File: src/rtl/rfp_pkg.sv
// Package for the ranging frame parser: widths, constants, phase type, match struct.
// No dependencies.
`timescale 1ns / 1ps

package rfp_pkg;

  localparam int BYTE_W        = 8;
  localparam int ID_W          = 16;
  localparam int DIST_W        = 32;
  localparam int ANCHOR_IDX_W  = 2;
  localparam int CFG_IDX_W     = 2;
  localparam int CFG_DATA_W    = 16;
  localparam int COUNT_W       = 3;
  localparam int PAYLOAD_LEN   = 6;
  localparam int NUM_ANCHORS_DEF = 3;

  localparam logic [BYTE_W-1:0] SYNC_BYTE = 8'hFE;

  typedef enum logic [1:0] {
    PHASE_WAIT = 2'd0,
    PHASE_DATA = 2'd1,
    PHASE_SUM  = 2'd2
  } phase_t;

  typedef struct packed {
    logic                    hit;
    logic [ANCHOR_IDX_W-1:0] index;
  } match_t;

endpackage

File: src/rtl/rfp_byte_if.sv
// Byte input channel: valid/ready with one received byte.
// Depends on rfp_pkg.
`timescale 1ns / 1ps

interface rfp_byte_if;
  logic                      valid;
  logic                      ready;
  logic [rfp_pkg::BYTE_W-1:0] rx_byte;

  modport source (output valid, output rx_byte, input ready);
  modport sink   (input valid, input rx_byte, output ready);
endinterface

File: src/rtl/rfp_result_if.sv
// Result channel: valid/ready with anchor index and raw distance word.
// Depends on rfp_pkg.
`timescale 1ns / 1ps

interface rfp_result_if;
  logic                             valid;
  logic                             ready;
  logic [rfp_pkg::ANCHOR_IDX_W-1:0] anchor_index;
  logic [rfp_pkg::DIST_W-1:0]       distance_bits;

  modport source (output valid, output anchor_index, output distance_bits, input ready);
  modport sink   (input valid, input anchor_index, input distance_bits, output ready);
endinterface

File: src/rtl/rfp_cfg_if.sv
// Configuration write channel: valid/ready with register index and data.
// Depends on rfp_pkg.
`timescale 1ns / 1ps

interface rfp_cfg_if;
  logic                           valid;
  logic                           ready;
  logic [rfp_pkg::CFG_IDX_W-1:0]  index;
  logic [rfp_pkg::CFG_DATA_W-1:0] data;

  modport source (output valid, output index, output data, input ready);
  modport sink   (input valid, input index, input data, output ready);
endinterface

File: src/rtl/ranging_frame_parser_core.sv
// Ranging frame parser: sync byte, six payload bytes, 8-bit sum check, anchor id lookup.
// Result valid in the cycle after an accepted checksum byte passing sum and id checks.
// Throughput: one byte per cycle; a byte is taken while the result register is
// empty or being drained in the same cycle.
// Reset (sync, active high): phase to wait-for-sync, count and sum to zero,
// anchor ids to zero, result register empty.
`timescale 1ns / 1ps

module ranging_frame_parser_core #(
  parameter int NUM_ANCHORS = rfp_pkg::NUM_ANCHORS_DEF
) (
  input  logic        clk,
  input  logic        rst,
  rfp_byte_if.sink    rx,
  rfp_result_if.source result,
  rfp_cfg_if.sink     cfg
);

  logic [NUM_ANCHORS-1:0][rfp_pkg::ID_W-1:0] anchor_ids;

  rfp_pkg::phase_t               phase;
  rfp_pkg::phase_t               phase_next;
  logic [rfp_pkg::COUNT_W-1:0]   byte_count;
  logic [rfp_pkg::COUNT_W-1:0]   byte_count_next;
  logic [rfp_pkg::BYTE_W-1:0]    running_sum;
  logic [rfp_pkg::BYTE_W-1:0]    running_sum_next;
  logic [rfp_pkg::BYTE_W-1:0]    payload_store [rfp_pkg::PAYLOAD_LEN];
  logic                          store_en;
  logic                          emit;

  logic                          rx_fire;
  logic [rfp_pkg::ID_W-1:0]      frame_id;
  logic [rfp_pkg::DIST_W-1:0]    frame_dist;
  rfp_pkg::match_t               match;

  assign cfg.ready = 1'b1;
  assign rx.ready  = !result.valid || result.ready;
  assign rx_fire   = rx.valid && rx.ready;

  always_ff @(posedge clk) begin
    if (rst) begin
      anchor_ids <= '0;
    end else if (cfg.valid && cfg.ready) begin
      for (int i = 0; i < NUM_ANCHORS; i++) begin
        if (cfg.index == rfp_pkg::CFG_IDX_W'(i)) begin
          anchor_ids[i] <= cfg.data;
        end
      end
    end
  end

  assign frame_id   = {payload_store[1], payload_store[0]};
  assign frame_dist = {payload_store[5], payload_store[4], payload_store[3], payload_store[2]};

  rfp_anchor_match #(
    .NUM_ANCHORS(NUM_ANCHORS)
  ) u_anchor_match (
    .anchor_ids(anchor_ids),
    .frame_id  (frame_id),
    .match     (match)
  );

  always_comb begin
    phase_next       = phase;
    byte_count_next  = byte_count;
    running_sum_next = running_sum;
    store_en         = 1'b0;
    emit             = 1'b0;
    unique case (phase)
      rfp_pkg::PHASE_WAIT: begin
        if (rx.rx_byte == rfp_pkg::SYNC_BYTE) begin
          byte_count_next  = '0;
          running_sum_next = '0;
          phase_next       = rfp_pkg::PHASE_DATA;
        end
      end
      rfp_pkg::PHASE_DATA: begin
        if (byte_count < rfp_pkg::COUNT_W'(rfp_pkg::PAYLOAD_LEN)) begin
          store_en         = 1'b1;
          running_sum_next = running_sum + rx.rx_byte;
          byte_count_next  = byte_count + 1'b1;
        end
        if (byte_count_next >= rfp_pkg::COUNT_W'(rfp_pkg::PAYLOAD_LEN)) begin
          phase_next = rfp_pkg::PHASE_SUM;
        end
      end
      rfp_pkg::PHASE_SUM: begin
        emit       = (running_sum == rx.rx_byte) && match.hit;
        phase_next = rfp_pkg::PHASE_WAIT;
      end
      default: begin
        phase_next = rfp_pkg::PHASE_WAIT;
      end
    endcase
  end

  always_ff @(posedge clk) begin
    if (rst) begin
      phase       <= rfp_pkg::PHASE_WAIT;
      byte_count  <= '0;
      running_sum <= '0;
    end else if (rx_fire) begin
      phase       <= phase_next;
      byte_count  <= byte_count_next;
      running_sum <= running_sum_next;
    end
  end

  // payload bytes, no reset
  always_ff @(posedge clk) begin
    if (rx_fire && store_en) begin
      payload_store[byte_count] <= rx.rx_byte;
    end
  end

  always_ff @(posedge clk) begin
    if (rst) begin
      result.valid <= 1'b0;
    end else if (rx_fire && emit) begin
      result.valid <= 1'b1;
    end else if (result.ready) begin
      result.valid <= 1'b0;
    end
  end

  always_ff @(posedge clk) begin
    if (rx_fire && emit) begin
      result.anchor_index  <= match.index;
      result.distance_bits <= frame_dist;
    end
  end

endmodule

File: src/rtl/rfp_anchor_match.sv
// Compares the frame id with the configured anchor ids; lowest slot wins.
// Depends on rfp_pkg.
`timescale 1ns / 1ps

module rfp_anchor_match #(
  parameter int NUM_ANCHORS = rfp_pkg::NUM_ANCHORS_DEF
) (
  input  logic [NUM_ANCHORS-1:0][rfp_pkg::ID_W-1:0] anchor_ids,
  input  logic [rfp_pkg::ID_W-1:0]                  frame_id,
  output rfp_pkg::match_t                           match
);

  always_comb begin
    match = '0;
    for (int i = NUM_ANCHORS - 1; i >= 0; i--) begin
      if (anchor_ids[i] == frame_id) begin
        match.hit   = 1'b1;
        match.index = rfp_pkg::ANCHOR_IDX_W'(i);
      end
    end
  end

endmodule

File: src/flat_wrapper.sv
// flat-port wrapper written by rule: the top's interface ports become plain ports
module ranging_frame_parser_core_flat 
#(
  parameter int NUM_ANCHORS = rfp_pkg::NUM_ANCHORS_DEF
)
  (clk, rst, rx_valid, rx_rx_byte, rx_ready, result_valid, result_anchor_index, result_distance_bits, result_ready, cfg_valid, cfg_index, cfg_data, cfg_ready);
  rfp_byte_if rx_i ();
  rfp_result_if result_i ();
  rfp_cfg_if cfg_i ();
  input  logic clk;
  input  logic rst;
  input wire logic [$bits(rx_i.valid)-1:0] rx_valid;
  input wire logic [$bits(rx_i.rx_byte)-1:0] rx_rx_byte;
  output wire logic [$bits(rx_i.ready)-1:0] rx_ready;
  output wire logic [$bits(result_i.valid)-1:0] result_valid;
  output wire logic [$bits(result_i.anchor_index)-1:0] result_anchor_index;
  output wire logic [$bits(result_i.distance_bits)-1:0] result_distance_bits;
  input wire logic [$bits(result_i.ready)-1:0] result_ready;
  input wire logic [$bits(cfg_i.valid)-1:0] cfg_valid;
  input wire logic [$bits(cfg_i.index)-1:0] cfg_index;
  input wire logic [$bits(cfg_i.data)-1:0] cfg_data;
  output wire logic [$bits(cfg_i.ready)-1:0] cfg_ready;
  assign rx_i.valid = rx_valid;
  assign rx_i.rx_byte = rx_rx_byte;
  assign rx_ready = rx_i.ready;
  assign result_valid = result_i.valid;
  assign result_anchor_index = result_i.anchor_index;
  assign result_distance_bits = result_i.distance_bits;
  assign result_i.ready = result_ready;
  assign cfg_i.valid = cfg_valid;
  assign cfg_i.index = cfg_index;
  assign cfg_i.data = cfg_data;
  assign cfg_ready = cfg_i.ready;
  ranging_frame_parser_core #(.NUM_ANCHORS(NUM_ANCHORS)) u_core (.clk(clk), .rst(rst), .rx(rx_i), .result(result_i), .cfg(cfg_i));
endmodule
File: config.mk
export PLATFORM = sky130hd
export DESIGN_NAME = ranging_frame_parser_core_flat
export DESIGN_NICKNAME = d
export VERILOG_FILES = /design/src/rtl/rfp_pkg.sv /design/src/rtl/rfp_byte_if.sv /design/src/rtl/rfp_result_if.sv /design/src/rtl/rfp_cfg_if.sv /design/src/rtl/ranging_frame_parser_core.sv /design/src/rtl/rfp_anchor_match.sv /design/src/flat_wrapper.sv
export SDC_FILE = /design/constraint.sdc
export NUM_CORES = 1
export LEC_CHECK = 0
export ABC_CLOCK_PERIOD_IN_PS = 5400
export BUFFER_PORTS_ARGS = -buffer_cell sky130_fd_sc_hd__buf_2
export CORE_UTILIZATION = 44
export DETAILED_ROUTE_END_ITERATION = 8
export SLEW_MARGIN = 20
export SYNTH_ARGS = -nofsm -noshare
export SYNTH_HDL_FRONTEND = slang
export SYNTH_SLANG_ARGS = --single-unit
File: constraint.sdc
create_clock -name clk -period 5.4 [get_ports clk]
set_input_delay 1.35 -clock clk [delete_from_list [all_inputs] [get_ports clk]]
set_output_delay 1.35 -clock clk [all_outputs]
set_load 0.1 [all_outputs]
==> reports/results.tsv <==
stage	metric	value	unit
die	placeable core region	12600	sq um
clock_network	number of post-CTS setup repair buffers	0	
clock_network	total clock sinks	144	
timing	Clock Skews	0.0107	ns
worst_setup_path	cell at the slowest stage of the critical path	sky130_fd_sc_hd__a21oi_4	
clock_network	htree depth	4	
pwr	leakage	0.00245	uW
clock_network	clock-pin slew on the worst setup and hold paths	0.06	ns
hold_path	type of the tightest min-delay check	flop to flop	
global_route	total congestion overflow	0	
timing	Final Hold Vio Count	0	
timing	Max Freq	0.270	GHz
clock_network	CTS tree	yes	
worst_setup_path	flop-to-flop setup slack	2.51	ns
layout	total number of nets in the final design	595	
die	height of the die	116	um
timing	Slew Limit Fails	0	
worst_setup_path	maximum fanout along the worst path	34	
route	final routed DRC violation total	0	
worst_setup_path	Setup crit end kind	flop	
clock_network	post_cts resized	0	
synth	syn nets	526	
route	count of antenna-violating nets left after detailed routing	0	
global_route	via count of the first global-routing pass	3509	
die	Die Span X	116	um
clock_network	cts hold-fix bufs	0	
layout	Area growth, synth to finish	18.6	%
synth	Post-Synthesis Cells	486	
clock_network	insertion delay to the later sink of the worst-skew pair	0.42	ns
synth	top flip-flop cell by instance count after synthesis	sky130_fd_sc_hd__edfxtp_1	
synth	Post-synth ARST share	0	
timing	Slew HR	0.298	
die	number of top-level pins	68	
timing	TNS Setup	0	ns
placed_design	post-DP HPWL	8240	um
synth	synth unique cells	51	
route	via density per instance	5.02	
timing	unrepaired setup endpoints after global routing	false	
route	vias after detailed routing	3717	
placed_design	post-place instance area	6180	sq um
layout	final std cell area, no fill	6750	sq um
synth	EDFF count, synth	82	
route	routed wire length	12200	um
worst_setup_path	worst stage delay on the critical path	0.81	ns
status	result of the run	finished, final reports clean	
placed_design	weighted congestion reported at the end of routability-driven placement	0.856	
synth	mean instance size in the synthesized netlist	11.7	sq um
clock_network	CTS root buffer	sky130_fd_sc_hd__clkbuf_16	
job	# Max-Cap Violations	0	
layout	final core occ	0.535	
pwr	power per unit of standard cell area	350	nW/um^2
worst_setup_path	arrival time of data at the critical path endpoint	3.74	ns
placed_design	number of buffers inserted by port buffering	66	
timing	final-layout worst hold slack	0.416	ns
worst_setup_path	worst setup path category	primary input to flop	
global_route	antenna violations before repair	0	
timing	portion of the clock cycle consumed by the worst path in the final layout	0.687	
synth	#FFs+latches synth	144	
global_route	Total GRT Usage	0.193	
layout	ant diodes	0	
layout	number of fill cells	1145	
synth	sequential fraction of the synthesis area	0.651	
synth	summed instance area of the synthesized netlist	5690	sq um
clock_network	number of clock buffers inserted by TritonCTS	17	
timing	transition time at the pin with the least slew margin	1.05	ns
layout	proportion of layout cells with a drive suffix above 1	0.195	
clock_network	maximum count of clock buffers along a single path	2	
die	Starting Density	0.451	
route	DR iter-0 viols	239	
synth	count of yosys warnings during synthesis	0	
worst_setup_path	Worst setup SP type	primary input	
pwr	peak supply drop	0.000213	V
global_route	pin count of the biggest net entering global routing	64	
die	cell row count	41	
worst_setup_path	CP cell instances	buf_2, ha_1, nor4_1, nand3_1, or4_1, a21oi_4	
timing	final critical-path required period	3.71	ns
worst_setup_path	worst endpoint required time	5.43	ns
global_route	wire length of the first global-routing pass	18800	um
route	number of optimization iterations in the first detailed-route pass	4	
die	area of the die	13400	sq um
pwr	overall power	2360	uW
route	average wire per cell in the routed design	16.4	um
timing	Final Setup Violations	0	
-- cell usage in the layout (no fill, tap or decap), drive strengths merged, types with 6 or more instances in the layout --
| cell type | Yosys | layout |
|---|---|---|
| nand2 | 108 | 108 |
| edfxtp | 82 | 82 |
| buf | 3 | 70 |
| dfxtp | 62 | 62 |
| a21oi | 59 | 59 |
| xor2 | 33 | 33 |
| xnor2 | 20 | 20 |
| clkbuf | 16 | 17 |
| nor2 | 14 | 14 |
| nor4 | 11 | 11 |
| inv | 2 | 10 |
| ha | 8 | 8 |
| nand4 | 6 | 6 |
-- stage by stage --
| stage | worst slack [ns] | instances |
|---|---|---|
| floorplan | 0.670 | 486 |
| global placement | 1.28 | 708 |
| detailed placement | 1.24 | 708 |
| CTS | 1.67 | 740 |
| global route | 1.58 | 740 |
| finish | 1.69 | 740 |
-- final timing paths --
path	endpoint	start	depth (start not counted)
max	result_distance_bits[15]	rx_rx_byte[4]	6
min reg2reg	result_distance_bits[24]	u_core.payload_store[5][0]	0
min	result_distance_bits[24]	u_core.payload_store[5][0]	0
max reg2reg	result_distance_bits[15]	u_core.running_sum[4]	5
-- per-layer routing --
metal	vias up	wire [um]	global-route usage
li1	1863	-	-
met1	1770	5840	0.257
met2	71	5720	0.307
met3	13	468	0.0413
met4	0	114	0.0821
met5	-	0	0
-- cell usage after synthesis, types with 3 or more instances --
cell type | instances | area, sq um
sky130_fd_sc_hd__and3_1 | 3 | 18.8
sky130_fd_sc_hd__nand2_1 | 108 | 405
sky130_fd_sc_hd__nand3b_1 | 3 | 22.5
sky130_fd_sc_hd__xor2_1 | 33 | 289
sky130_fd_sc_hd__nor4_1 | 11 | 68.8
sky130_fd_sc_hd__ha_1 | 8 | 100
sky130_fd_sc_hd__xnor2_1 | 20 | 175
sky130_fd_sc_hd__edfxtp_1 | 82 | 2460
sky130_fd_sc_hd__a22oi_1 | 5 | 37.5
sky130_fd_sc_hd__nor2b_1 | 5 | 31.3
sky130_fd_sc_hd__o21ai_0 | 4 | 20.0
sky130_fd_sc_hd__clkbuf_1 | 16 | 60.1
sky130_fd_sc_hd__dfxtp_1 | 62 | 1240
sky130_fd_sc_hd__nor3_1 | 3 | 15.0
sky130_fd_sc_hd__nand4_1 | 6 | 37.5
sky130_fd_sc_hd__nand3_1 | 4 | 20.0
sky130_fd_sc_hd__a21oi_1 | 58 | 290
sky130_fd_sc_hd__nor2_1 | 14 | 52.6
-- area by class of cell --
cell class,instances,area (sq um),share of cell area
Timing Repair Buffer,70,363,0.0537
Tap cell,172,215,0.0319
Inverter,2,7.51,0.00111
Sequential cell,144,3700,0.549
Multi-Input combinational cell,320,1890,0.280
Clock inverter,15,144,0.0213
Clock buffer,17,425,0.0630
-- registers in the layout, indices dropped and copies added (netlist names) --
name                        cells
result_distance_bits           32
u_core.anchor_ids              48
u_core.byte_count               3
u_core.payload_store           48
u_core.phase                    2
u_core.result.anchor_index      2
u_core.result.valid             1
u_core.running_sum              8
-- logic make-up (layout without fill, tap and decap cells) --
logic type | count (synthesis) | in the layout | synth area share
xor+xnor | 53 | 53 | 0.0816
buf+inv | 22 | 104 | 0.0187
compound gates | 81 | 81 | 0.0813
mux | 1 | 1 | 0.00176
simple gates | 175 | 175 | 0.144
fa+ha+maj | 9 | 9 | 0.0211
other cells | 1 | 1 | 0.000659
flops | 144 | 144 | 0.651
-- report_power, final --
group	leakage (uW)	switching, uW	internal (uW)
logic	0.000936	56.0	28.8
clock network	0.000274	492	610
registers	0.00124	8.30	1160
total	0.00245	557	1800
-- critical path: cells and delay by family --
kind            cells  cell delay, ns
simple gates        3            1.00
compound gates      1            0.81
fa+ha+maj           1            0.39
buf+inv             1            0.16
(Power assumes the default switching activity.)
